`config.mk`:
```
export PLATFORM = sky130hd
export DESIGN_NAME = preset_move_settle_controller_unit
export DESIGN_NICKNAME = d
export VERILOG_FILES = /design/src/design/pmsc_pkg.sv /design/src/design/preset_move_settle_controller_unit.sv
export SDC_FILE = /design/constraint.sdc
export NUM_CORES = 1
export LEC_CHECK = 0
export BUFFER_PORTS_ARGS = -buffer_cell sky130_fd_sc_hd__buf_2
export CELL_PAD_IN_SITES_DETAIL_PLACEMENT = 0
export CELL_PAD_IN_SITES_GLOBAL_PLACEMENT = 1
export CORE_UTILIZATION = 48
export DETAILED_ROUTE_END_ITERATION = 12
export PLACE_DENSITY = 0.86
export RECOVER_POWER = 100
export SYNTH_ARGS = -nofsm -noshare
export SYNTH_HDL_FRONTEND = slang
export SYNTH_SLANG_ARGS = --single-unit
```
`constraint.sdc`:
```
create_clock -name clk -period 5.7 [get_ports clk]
set_clock_uncertainty 0.15 [all_clocks]
set_input_delay 1.14 -clock clk [delete_from_list [all_inputs] [get_ports clk]]
set_output_delay 1.14 -clock clk [all_outputs]
set_load 0.03 [all_outputs]
```
`src/design/pmsc_pkg.sv`:
```
// Package for the preset move and settle controller.
// Holds field widths, beat layouts, register indexes and the item, phase,
// direction and action codes. It depends on nothing else.
package pmsc_pkg;

	localparam int HEIGHT_BITS     = 12;
	localparam int CORRECTION_BITS = 4;
	localparam int SIGNED_BITS     = HEIGHT_BITS + 1;
	localparam int EXT_BITS        = HEIGHT_BITS + 3;

	localparam int GOAL_LSB   = 0;
	localparam int DIR_LSB    = GOAL_LSB + HEIGHT_BITS;
	localparam int TAG_LSB    = DIR_LSB + 2;
	localparam int TIME_LSB   = TAG_LSB + 32;
	localparam int LIVE_LSB   = TIME_LSB + 32;
	localparam int STEADY_LSB = LIVE_LSB + SIGNED_BITS;
	localparam int IN_FIELD_BITS = STEADY_LSB + SIGNED_BITS;
	localparam int IN_DATA_BITS  = ((IN_FIELD_BITS + 7) / 8) * 8;

	localparam int OUT_FIELD_BITS = 7;
	localparam int OUT_DATA_BITS  = ((OUT_FIELD_BITS + 7) / 8) * 8;

	localparam int CFG_INDEX_BITS = 4;
	localparam int CFG_DATA_BITS  = 16;

	localparam logic [CFG_INDEX_BITS-1:0] REG_STOP_MARGIN      = 4'd0;
	localparam logic [CFG_INDEX_BITS-1:0] REG_SETTLE_TOLERANCE = 4'd1;
	localparam logic [CFG_INDEX_BITS-1:0] REG_SETTLE_TIME      = 4'd2;
	localparam logic [CFG_INDEX_BITS-1:0] REG_MAX_CORRECTIONS  = 4'd3;

	localparam logic [7:0]  STOP_MARGIN_RESET      = 8'd10;
	localparam logic [7:0]  SETTLE_TOLERANCE_RESET = 8'd5;
	localparam logic [15:0] SETTLE_TIME_RESET      = 16'd500;
	localparam logic [3:0]  MAX_CORRECTIONS_RESET  = 4'd2;

	typedef enum logic [1:0] {
		FUNC_ABORT  = 2'd0,
		FUNC_START  = 2'd1,
		FUNC_SAMPLE = 2'd2,
		FUNC_NOP    = 2'd3
	} func_t;

	typedef enum logic [1:0] {
		PH_IDLE     = 2'd0,
		PH_MOVING   = 2'd1,
		PH_SETTLING = 2'd2
	} phase_t;

	typedef enum logic [1:0] {
		DIR_STOP = 2'd0,
		DIR_UP   = 2'd1,
		DIR_DOWN = 2'd2
	} dir_t;

	typedef enum logic [2:0] {
		ACT_NONE     = 3'd0,
		ACT_SETTLE   = 3'd1,
		ACT_COMPLETE = 3'd2,
		ACT_LIMIT    = 3'd3,
		ACT_UP       = 3'd4,
		ACT_DOWN     = 3'd5
	} action_t;

endpackage

```
`src/design/preset_move_settle_controller_unit.sv`:
```
// Top level of the preset move and settle controller.
// Holds the input register, the phase logic and the result register.
// Depends on pmsc_pkg.

// Every input beat yields exactly one result beat, which passes through the input
// register and then the result register. The block takes one beat per
// cycle; the only limit is the result register, which holds its beat while
// m_axis_tready is low and lets the input register fill behind it.
// Configuration writes are taken in any cycle and should be made only while no
// beat is in flight.
module preset_move_settle_controller_unit (
	input  logic                                   clk,
	input  logic                                   arst_n,
	input  logic                                   s_axis_tvalid,
	output logic                                   s_axis_tready,
	// goal_height, start_dir, sample_tag, time_now, live_height, steady_height
	input  logic [pmsc_pkg::IN_DATA_BITS-1:0]      s_axis_tdata,
	// func
	input  logic [1:0]                             s_axis_tuser,
	output logic                                   m_axis_tvalid,
	input  logic                                   m_axis_tready,
	// action, phase_now, dir_now
	output logic [pmsc_pkg::OUT_DATA_BITS-1:0]     m_axis_tdata,
	input  logic                                   cfg_valid,
	output logic                                   cfg_ready,
	input  logic [pmsc_pkg::CFG_INDEX_BITS-1:0]    cfg_index,
	input  logic [pmsc_pkg::CFG_DATA_BITS-1:0]     cfg_data
);

	localparam int HB = pmsc_pkg::HEIGHT_BITS;
	localparam int SB = pmsc_pkg::SIGNED_BITS;
	localparam int EB = pmsc_pkg::EXT_BITS;
	localparam int CB = pmsc_pkg::CORRECTION_BITS;

	logic [7:0]  stop_margin_q;
	logic [7:0]  settle_tolerance_q;
	logic [15:0] settle_time_q;
	logic [3:0]  max_corrections_q;

	pmsc_pkg::phase_t phase_q, phase_d;
	pmsc_pkg::dir_t   dir_q, dir_d;
	logic [SB-1:0]    target_q, target_d;
	logic [31:0]      last_tag_q, last_tag_d;
	logic [31:0]      settle_start_q, settle_start_d;
	logic [CB-1:0]    count_q, count_d;

	logic             valid_s1;
	logic [1:0]       func_s1;
	logic [HB-1:0]    goal_s1;
	logic [1:0]       sdir_s1;
	logic [31:0]      tag_s1;
	logic [31:0]      time_s1;
	logic [SB-1:0]    live_s1;
	logic [SB-1:0]    steady_s1;

	logic             m_valid_q;
	logic [pmsc_pkg::OUT_DATA_BITS-1:0] m_data_q;

	logic advance;
	logic take_in;

	logic signed [EB-1:0] live_x, steady_x, target_x, margin_x, err_x, mag_x, tol_x;
	logic        sample_ok, boundary, wait_done, in_tol, at_limit;
	logic [31:0] elapsed;
	pmsc_pkg::action_t action_d;
	pmsc_pkg::dir_t    start_dir_v;

	assign advance       = valid_s1 && (!m_valid_q || m_axis_tready);
	assign s_axis_tready = !valid_s1 || advance;
	assign take_in       = s_axis_tvalid && s_axis_tready;
	assign cfg_ready     = 1'b1;

	always_ff @(posedge clk or negedge arst_n) begin
		if (!arst_n) begin
			stop_margin_q      <= pmsc_pkg::STOP_MARGIN_RESET;
			settle_tolerance_q <= pmsc_pkg::SETTLE_TOLERANCE_RESET;
			settle_time_q      <= pmsc_pkg::SETTLE_TIME_RESET;
			max_corrections_q  <= pmsc_pkg::MAX_CORRECTIONS_RESET;
		end else if (cfg_valid && cfg_ready) begin
			case (cfg_index)
				pmsc_pkg::REG_STOP_MARGIN:      stop_margin_q      <= cfg_data[7:0];
				pmsc_pkg::REG_SETTLE_TOLERANCE: settle_tolerance_q <= cfg_data[7:0];
				pmsc_pkg::REG_SETTLE_TIME:      settle_time_q      <= cfg_data[15:0];
				pmsc_pkg::REG_MAX_CORRECTIONS:  max_corrections_q  <= cfg_data[3:0];
				default: ;
			endcase
		end
	end

	always_ff @(posedge clk or negedge arst_n) begin
		if (!arst_n) begin
			valid_s1 <= 1'b0;
		end else if (s_axis_tready) begin
			valid_s1 <= s_axis_tvalid;
		end
	end

	always_ff @(posedge clk) begin
		if (take_in) begin
			func_s1   <= s_axis_tuser;
			goal_s1   <= s_axis_tdata[pmsc_pkg::GOAL_LSB +: HB];
			sdir_s1   <= s_axis_tdata[pmsc_pkg::DIR_LSB +: 2];
			tag_s1    <= s_axis_tdata[pmsc_pkg::TAG_LSB +: 32];
			time_s1   <= s_axis_tdata[pmsc_pkg::TIME_LSB +: 32];
			live_s1   <= s_axis_tdata[pmsc_pkg::LIVE_LSB +: SB];
			steady_s1 <= s_axis_tdata[pmsc_pkg::STEADY_LSB +: SB];
		end
	end

	always_comb begin
		live_x    = $signed({{(EB-SB){live_s1[SB-1]}}, live_s1});
		steady_x  = $signed({{(EB-SB){steady_s1[SB-1]}}, steady_s1});
		target_x  = $signed({{(EB-SB){target_q[SB-1]}}, target_q});
		margin_x  = $signed({{(EB-8){1'b0}}, stop_margin_q});
		tol_x     = $signed({{(EB-8){1'b0}}, settle_tolerance_q});
		sample_ok = (phase_q != pmsc_pkg::PH_IDLE) && !live_s1[SB-1] && !steady_s1[SB-1]
			&& (tag_s1 != last_tag_q);
		case (dir_q)
			pmsc_pkg::DIR_UP:   boundary = live_x >= (target_x - margin_x);
			pmsc_pkg::DIR_DOWN: boundary = live_x <= (target_x + margin_x);
			default:            boundary = 1'b1;
		endcase
		elapsed   = time_s1 - settle_start_q;
		wait_done = elapsed >= {16'd0, settle_time_q};
		err_x     = steady_x - target_x;
		mag_x     = err_x[EB-1] ? -err_x : err_x;
		in_tol    = mag_x <= tol_x;
		at_limit  = count_q >= max_corrections_q;
		start_dir_v = (sdir_s1 == 2'd3) ? pmsc_pkg::DIR_STOP : pmsc_pkg::dir_t'(sdir_s1);
	end

	always_comb begin
		phase_d        = phase_q;
		dir_d          = dir_q;
		target_d       = target_q;
		last_tag_d     = last_tag_q;
		settle_start_d = settle_start_q;
		count_d        = count_q;
		case (func_s1)
			pmsc_pkg::FUNC_ABORT, pmsc_pkg::FUNC_START: begin
				phase_d        = pmsc_pkg::PH_IDLE;
				dir_d          = pmsc_pkg::DIR_STOP;
				target_d       = '1;
				last_tag_d     = '0;
				settle_start_d = '0;
				count_d        = '0;
				if (func_s1 == pmsc_pkg::FUNC_START) begin
					phase_d    = pmsc_pkg::PH_MOVING;
					dir_d      = start_dir_v;
					target_d   = {1'b0, goal_s1};
					last_tag_d = tag_s1;
				end
			end
			pmsc_pkg::FUNC_SAMPLE: begin
				if (sample_ok) begin
					last_tag_d = tag_s1;
					if (phase_q == pmsc_pkg::PH_MOVING) begin
						if (boundary) begin
							phase_d        = pmsc_pkg::PH_SETTLING;
							dir_d          = pmsc_pkg::DIR_STOP;
							settle_start_d = time_s1;
						end
					end else if (wait_done) begin
						if (in_tol || at_limit) begin
							phase_d        = pmsc_pkg::PH_IDLE;
							dir_d          = pmsc_pkg::DIR_STOP;
							target_d       = '1;
							last_tag_d     = '0;
							settle_start_d = '0;
							count_d        = '0;
						end else begin
							count_d = count_q + 1'b1;
							phase_d = pmsc_pkg::PH_MOVING;
							dir_d   = err_x[EB-1] ? pmsc_pkg::DIR_UP : pmsc_pkg::DIR_DOWN;
						end
					end
				end
			end
			default: ;
		endcase
	end

	always_comb begin
		action_d = pmsc_pkg::ACT_NONE;
		if (func_s1 == pmsc_pkg::FUNC_SAMPLE && sample_ok) begin
			if (phase_q == pmsc_pkg::PH_MOVING) begin
				if (boundary) begin
					action_d = pmsc_pkg::ACT_SETTLE;
				end
			end else if (wait_done) begin
				if (in_tol) begin
					action_d = pmsc_pkg::ACT_COMPLETE;
				end else if (at_limit) begin
					action_d = pmsc_pkg::ACT_LIMIT;
				end else begin
					action_d = err_x[EB-1] ? pmsc_pkg::ACT_UP : pmsc_pkg::ACT_DOWN;
				end
			end
		end
	end

	always_ff @(posedge clk or negedge arst_n) begin
		if (!arst_n) begin
			phase_q        <= pmsc_pkg::PH_IDLE;
			dir_q          <= pmsc_pkg::DIR_STOP;
			target_q       <= '1;
			last_tag_q     <= '0;
			settle_start_q <= '0;
			count_q        <= '0;
		end else if (advance) begin
			phase_q        <= phase_d;
			dir_q          <= dir_d;
			target_q       <= target_d;
			last_tag_q     <= last_tag_d;
			settle_start_q <= settle_start_d;
			count_q        <= count_d;
		end
	end

	always_ff @(posedge clk or negedge arst_n) begin
		if (!arst_n) begin
			m_valid_q <= 1'b0;
		end else if (advance) begin
			m_valid_q <= 1'b1;
		end else if (m_axis_tready) begin
			m_valid_q <= 1'b0;
		end
	end

	always_ff @(posedge clk) begin
		if (advance) begin
			m_data_q <= {{(pmsc_pkg::OUT_DATA_BITS-pmsc_pkg::OUT_FIELD_BITS){1'b0}},
				dir_d, phase_d, action_d};
		end
	end

	assign m_axis_tvalid = m_valid_q;
	assign m_axis_tdata  = m_data_q;

	a_idle_clean: assert property (@(posedge clk) disable iff (!arst_n)
		(phase_q == pmsc_pkg::PH_IDLE) |-> (target_q == '1 && count_q == '0
			&& dir_q == pmsc_pkg::DIR_STOP))
		else $error("idle phase with leftover target, count or direction");

	a_settle_stopped: assert property (@(posedge clk) disable iff (!arst_n)
		(phase_q == pmsc_pkg::PH_SETTLING) |-> (dir_q == pmsc_pkg::DIR_STOP))
		else $error("settling while the actuator is commanded to move");

	a_settle_beat: assert property (@(posedge clk) disable iff (!arst_n)
		(advance && action_d == pmsc_pkg::ACT_SETTLE) |=>
		(phase_q == pmsc_pkg::PH_SETTLING && settle_start_q == $past(time_s1)))
		else $error("settle action did not enter settling with its start time");

	a_move_beat: assert property (@(posedge clk) disable iff (!arst_n)
		(advance && (action_d == pmsc_pkg::ACT_UP || action_d == pmsc_pkg::ACT_DOWN)) |=>
		(phase_q == pmsc_pkg::PH_MOVING && count_q == $past(count_q) + 1'b1))
		else $error("corrective move without moving phase or count step");

endmodule

```
==> flow_summary.yaml, run 1 <==
clock_tree:
  cts-buffers-inserted: 27
  post_cts_buffers: 0
  cts.clk_slew.worst_paths_ns: 0.06
  ctsLongestPathBuffers: 3
  cts_max_level: 1
  tritoncts: "built"
  clock_sinks: 236
  clkLatencyLatePin_ns: 0.55
  holdBufCountCts: 0
  clock_tree.root_cell: "clkbuf_16"
setup_path:
  crit_required_ns: 5.84
  crit_buf_inv: 1
  cp_common_cell: "o21ai_0"
  worst_ep_arrival_time_ns: 5.44
  slowest_stage: "a2111oi_4"
  regToRegSetupSlack_ns: 0.40
  path_cells: "inv_1 > ha_1 > a21o_1 > a211o_1 > o21a_1 > nor2_1 > o21ai_0 > a21o_1 > a21oi_1 > xnor2_1 > ha_1 > a21oi_1 > nor2b_1 > o21ai_0 > o2111ai_1 > a2111oi_2 > o211ai_1 > a2111oi_4 > nand4_2 > and2_1 > a32oi_1 > o21ai_0"
  end_kind: "flop"
  critPathMaxStageDelay_ns: 0.38
  rr_worst_depth: 22
  cp.depth: 22
  setup.worst_path.class: "reg2reg"
  startpoint_type: "flop"
  path_max_fanout: 8
  crit_family: "compound AO/OA/AOI/OAI gates"
min_path:
  min_path_type: "reg2reg"
  min_path_cells: 1
sta:
  rsz0062_at_grt: "false"
  setup_violations: 0
  finalMaxSlewViolations: 208
  setup_tns_ns: 0
  worstMarginPinSlew_ns: 3.471
  max_freq_mhz: 188.6
  final-hold-violation-count: 0
  slew_headroom_pct: -131.4
  min_period_ns: 5.303
  final.period_utilization_pct: 93.04
placement:
  detailed_place_hpwl_um: 23630
  place_congestion: 0.9090
  io_buffers: 139
  dp.cells: 1778
synth:
  ys.flop_type: "edfxtp_1"
  ys_seq_area_share_pct: 46.84
  avgSynthCellArea_um2: 10.77
  yosys.cell_types.count: 86
  syn_area_um2: 13880
  synth-edff-count: 113
  synth_top_cells_by_count: "ha_1, inv_1, edfxtp_1"
  synth_largest_area_cell: "edfxtp_1"
  ys_warn_count: 0
  netlist.area_leader.share_pct: 24.45
  synth_nets: 1544
  synthArstFlopShare_pct: 52.12
  synth.most_common_cell: "ha_1"
  synth_cells: 1289
  ys_ff_latch: 236
  synth_area_leaders: "edfxtp_1, dfrtp_1, ha_1, dfstp_2, inv_1"
cells_and_area:
  fin_cells: 1828
  layout-drive-gt1-share_pct: 16.48
  syn2layout_area_growth_pct: 13.61
  diodes: 0
  final_net_count: 1684
drt:
  post-route-drc-count: 0
  dr_wl_met2_um: 14580
  dr.pass1.iters: 5
  wl_per_cell_um: 17.14
  routed.top_layer: "met5"
  drt-total-wl_um: 31330
  m1WireLength_um: 14300
  wl_met3_um: 1506
  ant_nets: 0
  vias: 10180
  viasPerCell: 5.568
  drt_iter0_markers: 627
die:
  die_h_um: 172.0
  pin_count: 142
  design.core.area_um2: 28090
  die-area_um2: 29600
  start_util_pct: 49.42
  rows: 61
  die_x_um: 172.0
power:
  p_leak_nw: 6.813
  peakVddDrop_uv: 244.4
  p_per_area_nw_per_um2: 375.9
  clkPwrFrac_pct: 27.9
  switching_share_pct: 34.10
  p_seq_share_pct: 37.6
  power.switching_w: 0.002021
  combPwrFrac_pct: 34.5
  p_int_w: 0.003907
grt:
  overflow: 0
  first_global_vias: 10170
  grt_max_degree: 80
  track_usage_pct: 21.58
  antenna_found_initial: 1
  grt_pass1_wl_um: 50560
status:
  status: "finished with violations"
  violations: "max-capacitance violations, max-slew violations"
job:
  maxCapViolations: 4
-- state kept, by name (all words and copies together), names as in the netlist, 4 cells and up --
signal / cells
count_q: 4
goal_s1: 12
last_tag_q: 32
live_s1: 13
m_axis_tdata: 7
max_corrections_q: 4
settle_start_q: 32
settle_time_q: 16
settle_tolerance_q: 8
steady_s1: 13
stop_margin_q: 8
tag_s1: 32
target_q: 13
time_s1: 32
-- layer usage --
layer / GRT usage (%) / up-vias
li1: - / 4987
met1: 28.99 / 4874
met2: 35.69 / 253
met3: 3.182 / 62
met4: 7.157 / 2
met5: 0 / -
-- final cells by class --
class / instances / area (um^2)
fill: 2528 / 12320
multi-input combinational: 899 / 6770
sequential: 236 / 6501
clock buffer: 41 / 790.8
timing repair buffer: 150 / 743.2
tap: 378 / 473.0
inverter: 115 / 431.7
clock inverter: 9 / 58.81
-- path summary, 6_finish.rpt --
check                                  start                 to
min                               goal_s1[9]        target_q[9]
max in group asynchronous             arst_n     last_tag_q[29]
min in group asynchronous             arst_n  settle_start_q[1]
min reg2reg                       goal_s1[9]        target_q[9]
max                        settle_start_q[4]    m_axis_tdata[6]
max reg2reg                settle_start_q[4]    m_axis_tdata[6]
-- cell families after synthesis --
kind of cell,Yosys count,synth area share [%]
multiplexers,60,4.543
adder cells (fa/ha/maj),124,11.39
flip-flops,236,46.84
XOR/XNOR,84,5.301
AND/OR/NAND/NOR,304,11.03
other,2,0.05411
AO/OA/AOI/OAI,325,16.41
buffers and inverters,154,4.435
-- power by group through the flow --
| stage | Clock, W | Sequential [W] | Combinational [W] |
|---|---|---|---|
| 5_1_grt | 0.00177 | 0.00226 | 0.00232 |
| 6_report | 0.00166 | 0.00223 | 0.00204 |
| 4_1_cts | 0.00170 | 0.00222 | 0.00206 |
| 3_5_place_dp | 0 | 0.00225 | 0.00204 |
| 2_1_floorplan | 0 | 0.00222 | 0.00155 |
| 3_3_place_gp | 0 | 0.00224 | 0.00200 |
-- through the flow --
| stage | power [W] | utilization (%) | setup WS, ns | hold WS, ns | cell area [um^2] |
|---|---|---|---|---|---|
| finish | 0.005928 | 56.14 | 0.3967 | 0.3302 | 15770 |
| global route | 0.006347 | 56.14 | 0.02340 | 0.3373 | 15770 |
| CTS | 0.005988 | 56.35 | 0.3821 | 0.3308 | 15830 |
| detailed placement | 0.004296 | 53.33 | 0.4044 | 0.3227 | 14980 |
| global placement | 0.004246 | 53.33 | 0.5367 | 0.3217 | 14980 |
| floorplan | 0.003763 | - | 0.8946 | 0.3069 | 13880 |
-- worst register-to-register path, cell delays in order (launching register included) --
cell       delay (ns)
dfrtp_1          0.35
inv_1            0.05
ha_1             0.34
a21o_1           0.20
a211o_1          0.31
o21a_1           0.22
nor2_1           0.17
o21ai_0          0.15
a21o_1           0.21
a21oi_1          0.18
xnor2_1          0.15
ha_1             0.27
a21oi_1          0.13
nor2b_1          0.05
o21ai_0          0.15
o2111ai_1        0.13
a2111oi_2        0.35
o211ai_1         0.18
a2111oi_4        0.38
nand4_2          0.28
and2_1           0.30
a32oi_1          0.26
o21ai_0          0.11
-- layout by cell type, fill, tap and decap left out, drive strengths merged, types with 19 or more instances in the layout --
master	n
a21o	22
a21oi	80
a22o	34
buf	129
clkbuf	62
dfrtp	99
dfstp	24
edfxtp	113
ha	120
inv	118
mux2	24
mux2i	36
nand2	62
nand2b	20
nand3	22
nand4	19
nor2	85
o21ai	59
xnor2	39
xor2	45
-- repair_timing --
action                                  CTS  global route
resized for setup                         0             2
hold endpoints to repair                  0             0
endpoints found under the setup margin    0            33
(Power assumes the default switching activity.)
==> run 2, diff against run 1 <==
clock period = 5.5 ns   (was 5.7 ns; I/O delays follow)
==> flow_summary.yaml, run 2 (synthesis results as in run 1) <==
clock_tree:
  cts_max_level: 1
  ctsLongestPathBuffers: 3
  cts.clk_slew.worst_paths_ns: 0.06
  clock_sinks: 236
  clkLatencyLatePin_ns: 0.55
  clock_tree.root_cell: "clkbuf_16"
  tritoncts: "built"
  cts-buffers-inserted: 27
die:
  die_h_um: 172.0
  rows: 61
  design.core.area_um2: 28090
  start_util_pct: 49.42
  pin_count: 142
  die-area_um2: 29600
  die_x_um: 172.0
sta:
  setup_violations: 0
  slew_headroom_pct: -160.0
  worst_hold_slack_ns: 0.3373
  final-hold-violation-count: 0
  finalMaxSlewViolations: 143
  worstMarginPinSlew_ns: 3.901
  final.period_utilization_pct: 95.92
  rsz0062_at_grt: "false"
  min_period_ns: 5.276
  setup_tns_ns: 0
  max_freq_mhz: 189.6
setup_path:
  worst_ep_arrival_time_ns: 5.56
  regToRegEndpoint: "last_tag_q[24]"
  crit_family: "compound AO/OA/AOI/OAI gates"
  slowest_stage: "a2111oi_0"
  crit_buf_inv: 2
  worstReg2RegStart: "target_q[6]"
  setup.worst_path.class: "reg2reg"
  crit_required_ns: 5.78
  regToRegSetupSlack_ns: 0.22
  path_cells: "inv_1 > ha_1 > a2111oi_0 > a22oi_2 > a21oi_2 > mux2i_1 > ha_1 > nor2b_1 > o21a_1 > o21ai_0 > nand2b_1 > a211oi_1 > o21ai_0 > a221oi_2 > a21bo_1 > nand3_1 > a21oi_1 > buf_12 > nor2_1"
  startpoint_type: "flop"
  path_max_fanout: 32
  end_kind: "flop"
  rr_worst_depth: 19
  critPathMaxStageDelay_ns: 0.65
placement:
  place_congestion: 0.9334
  dpl_cell_area_um2: 15000
  io_buffers: 139
  detailed_place_hpwl_um: 23130
grt:
  antenna_found_initial: 1
  grt_max_degree: 72
  first_global_vias: 9903
  overflow: 0
  grt_pass1_wl_um: 49870
  track_usage_pct: 21.29
power:
  p_per_area_nw_per_um2: 392.9
  p_leak_nw: 6.866
  finalPower_w: 0.006245
  peakVddDrop_uv: 256.0
cells_and_area:
  final_common_cell: "buf_2"
  multi_input_area_um2: 6800
  final_cell_mix: "buf_2, ha_1, inv_1, edfxtp_1, dfrtp_1"
  fill_cells: 2528
  layout-drive-gt1-share_pct: 17.15
  final-seq-area_um2: 6501
  final_net_count: 1686
  diodes: 0
  stdcell_area_um2: 15900
  syn2layout_area_growth_pct: 14.53
drt:
  drt-total-wl_um: 30990
  vias: 10180
  dr.pass1.iters: 6
  wl_per_cell_um: 16.94
  ant_nets: 0
  viasPerCell: 5.563
  drt_iter0_markers: 596
  post-route-drc-count: 0
job:
  maxCapViolations: 2
min_path:
  min_path_cells: 1
  min_from: "goal_s1[7]"
  min_path_type: "reg2reg"
  min_to: "target_q[7]"
status:
  violations: "max-capacitance violations, max-slew violations"
  status: "finished with violations"
-- run 2: cell types whose count changed in the layout (fill, tap and decap cells not counted), moves of 2 or more --
cell	change
clkbuf_2	+2
inv_4	-2
clkinv_1	+2
buf_12	+3
bufinv_16	+3
clkbuf_1	-7
clkbuf_16	-2
clkinv_2	+5
-- run 2: area by class of cell --
type | count | share of cell area [%]
multi-input combinational | 899 | 42.78
clock buffer | 32 | 4.431
tap | 378 | 2.975
inverter | 115 | 2.715
timing repair buffer | 152 | 4.990
clock inverter | 18 | 1.212
sequential | 236 | 40.90
-- run 2: per-stage QoR --
stage / utilization, % / setup WS, ns / std cells
6_report: 56.60 / 0.2245 / 1830
2_1_floorplan: - / 0.6946 / 1289
4_1_cts: 56.61 / 0.1429 / 1828
5_1_grt: 56.60 / 0.02156 / 1830
3_5_place_dp: 53.42 / 0.1732 / 1778
3_3_place_gp: 53.42 / 0.3543 / 1778
-- run 2: worst max path at each step --
stage | from | to | cells past startpoint
2_1_floorplan | time_s1[4] | m_axis_tdata[6] | 21
3_3_place_gp | settle_start_q[4] | m_axis_tdata[6] | 22
3_5_place_dp | time_s1[4] | settle_start_q[6] | 21
4_1_cts | settle_start_q[4] | settle_start_q[6] | 22
5_1_grt | target_q[6] | target_q[10] | 19
6_report | target_q[6] | last_tag_q[24] | 19
-- run 2: power breakdown --
| part | switching [W] | leakage, nW | internal, W |
|---|---|---|---|
| Clock | 0.000745 | 0.442 | 0.00107 |
| Sequential | 0.000167 | 2.62 | 0.00214 |
| Combinational | 0.00121 | 3.81 | 0.000922 |
-- run 2: repair_timing --
| action | 4_1_cts | 5_1_grt |
|---|---|---|
| buffers inserted | 0 | 2 |
| resized for setup | 0 | 7 |
| endpoints found under the setup margin | 0 | 90 |
| hold buffers | 0 | 0 |
-- run 2: metal layers --
layer,part of all wire [%],global-route usage (%)
met3,4.2,2.838
met5,0.032,0
met2,47,35.43
met1,46,29.16
met4,2.3,5.656
-- run 2: worst register-to-register path, delay by kind of cell, from the launching register on --
kind / cells / cell delay (ns)
simple gates: 4 / 0.39
flops: 1 / 0.57
mux: 1 / 0.22
buf+inv: 2 / 0.28
fa+ha+maj: 2 / 0.61
compound gates: 10 / 2.95
==> run 3, diff against run 2 <==
CELL_PAD_IN_SITES_DETAIL_PLACEMENT = 2   (was 0)
CELL_PAD_IN_SITES_GLOBAL_PLACEMENT = 2   (was 1)
CORE_UTILIZATION = 39   (was 48)
PLACE_DENSITY = 0.85   (was 0.86)
==> flow_summary.yaml, run 3 (synthesis results as in run 1) <==
cells_and_area:
  final_cell_mix: "ha_1, buf_2, inv_1, edfxtp_1, dfrtp_1"
  layout-drive-gt1-share_pct: 17.34
  multi_input_area_um2: 6859
  final_util_pct: 46.39
  fill_cells: 3608
  stdcell_area_um2: 16140
  syn2layout_area_growth_pct: 16.31
  final_net_count: 1691
  final_common_cell: "ha_1"
  final-seq-area_um2: 6501
  diodes: 0
setup_path:
  worst_ep_arrival_time_ns: 5.47
  startpoint_type: "flop"
  critPathMaxStageDelay_ns: 0.41
  end_kind: "flop"
  crit_family: "compound AO/OA/AOI/OAI gates"
  path_max_fanout: 8
  crit_required_ns: 5.68
  cp_common_cell: "a21o_1"
  path_cells: "inv_1 > ha_1 > inv_1 > fa_1 > a21o_1 > a31o_2 > a21o_1 > a21o_1 > a21oi_2 > xnor2_1 > ha_1 > a21oi_1 > o21ai_1 > a2111oi_2 > a211oi_1 > a2111oi_2 > o211ai_1 > a2111oi_4 > nand4_4 > and2_4 > a32oi_2 > o21ai_1"
  setup.worst_path.class: "reg2reg"
  crit_buf_inv: 2
  slowest_stage: "fa_1"
status:
  violations: "max-capacitance violations, max-slew violations"
  status: "finished with violations"
sta:
  finalMaxSlewViolations: 115
  slew_headroom_pct: -142.0
  min_period_ns: 5.286
  max_freq_mhz: 189.2
  worst_hold_slack_ns: 0.3447
  fin_ws_ns: 0.2143
  final-hold-violation-count: 0
  worstMarginPinSlew_ns: 3.631
  setup_violations: 0
  final.period_utilization_pct: 96.10
die:
  design.core.area_um2: 34800
  rows: 68
  start_util_pct: 39.89
  die_x_um: 190.7
  die_h_um: 190.7
  pin_count: 142
  die-area_um2: 36350
min_path:
  min_path_type: "reg2reg"
power:
  combPwrFrac_pct: 35.7
  peakVddDrop_uv: 249.8
  p_int_w: 0.004241
  p_seq_share_pct: 35.0
  p_per_area_nw_per_um2: 411.6
  finalPower_w: 0.006645
  switching_share_pct: 36.18
  p_leak_nw: 6.898
  power.switching_w: 0.002404
  clkPwrFrac_pct: 29.3
drt:
  drt_iter0_markers: 453
  viasPerCell: 5.624
  post-route-drc-count: 0
  ant_nets: 0
  vias: 10760
  dr.pass1.iters: 4
  drt-total-wl_um: 42670
  wl_per_cell_um: 22.29
grt:
  grt_max_degree: 61
  antenna_found_initial: 2
  first_global_vias: 12360
  overflow: 0
  grt_pass1_wl_um: 66870
  track_usage_pct: 23.53
clock_tree:
  cts-buffers-inserted: 29
  tritoncts: "built"
  clock_sinks: 236
  cts.clk_slew.worst_paths_ns: 0.06
  clock_tree.root_cell: "clkbuf_16"
  cts_max_level: 1
  ctsLongestPathBuffers: 3
  clkLatencyLatePin_ns: 0.59
placement:
  place_ws_ns: -0.08725
  place_congestion: 0.9161
  dpl_cell_area_um2: 15130
  io_buffers: 139
  detailed_place_hpwl_um: 31210
job:
  maxCapViolations: 2
[run 3: repair_timing]
action | CTS | global route
gates resized for setup | 3 | 19
hold buffers | 0 | 0
endpoints found under the setup margin | 31 | 91
pin swaps | 0 | 4
hold endpoints to repair | 0 | 0
buffers inserted | 0 | 2
[run 3: layout make-up]
type	count	area share [%]
flip-flops and latches	236	40.27
well taps	455	3.527
clock buffers	31	4.674
repair buffers	155	5.077
inverters	115	2.674
multi-input cells	899	42.49
clock inverters	23	1.287
[run 3: through the flow]
stage                     TNS [ns]  cells
after floorplan                  0   1289
after detailed placement  -0.08725   1858
final                            0   1914
after global placement           0   1858
after CTS                        0   1912
after global routing      -0.04180   1914
[run 3: routing by layer]
metal / wire length [um] / part of all wire (%) / track usage (%) / up-vias
met5: 27 / 0.063 / 0 / -
met4: 1330 / 3.1 / 7.108 / 4
met3: 1540 / 3.6 / 3.625 / 99
met2: 21780 / 51 / 42.88 / 206
met1: 17990 / 42 / 28.27 / 5465
li1: - / - / - / 4990
[run 3: worst paths after layout]
path | from | to | slack [ns] | cells past startpoint
min in group asynchronous | arst_n | settle_start_q[6] | 1.61 | 1
max | time_s1[0] | m_axis_tdata[6] | 0.21 | 22
min reg2reg | goal_s1[11] | target_q[11] | 0.34 | 1
max in group asynchronous | arst_n | stop_margin_q[6] | 1.24 | 2
max reg2reg | time_s1[0] | m_axis_tdata[6] | 0.21 | 22
min | goal_s1[11] | target_q[11] | 0.34 | 1
[run 3: power groups by stage]
stage	registers, W	logic (W)	clock network, W
after global routing	0.00235	0.00263	0.00205
after global placement	0.00232	0.00213	0
after floorplan	0.00230	0.00160	0
after CTS	0.00232	0.00236	0.00199
after detailed placement	0.00235	0.00229	0
final	0.00232	0.00237	0.00195
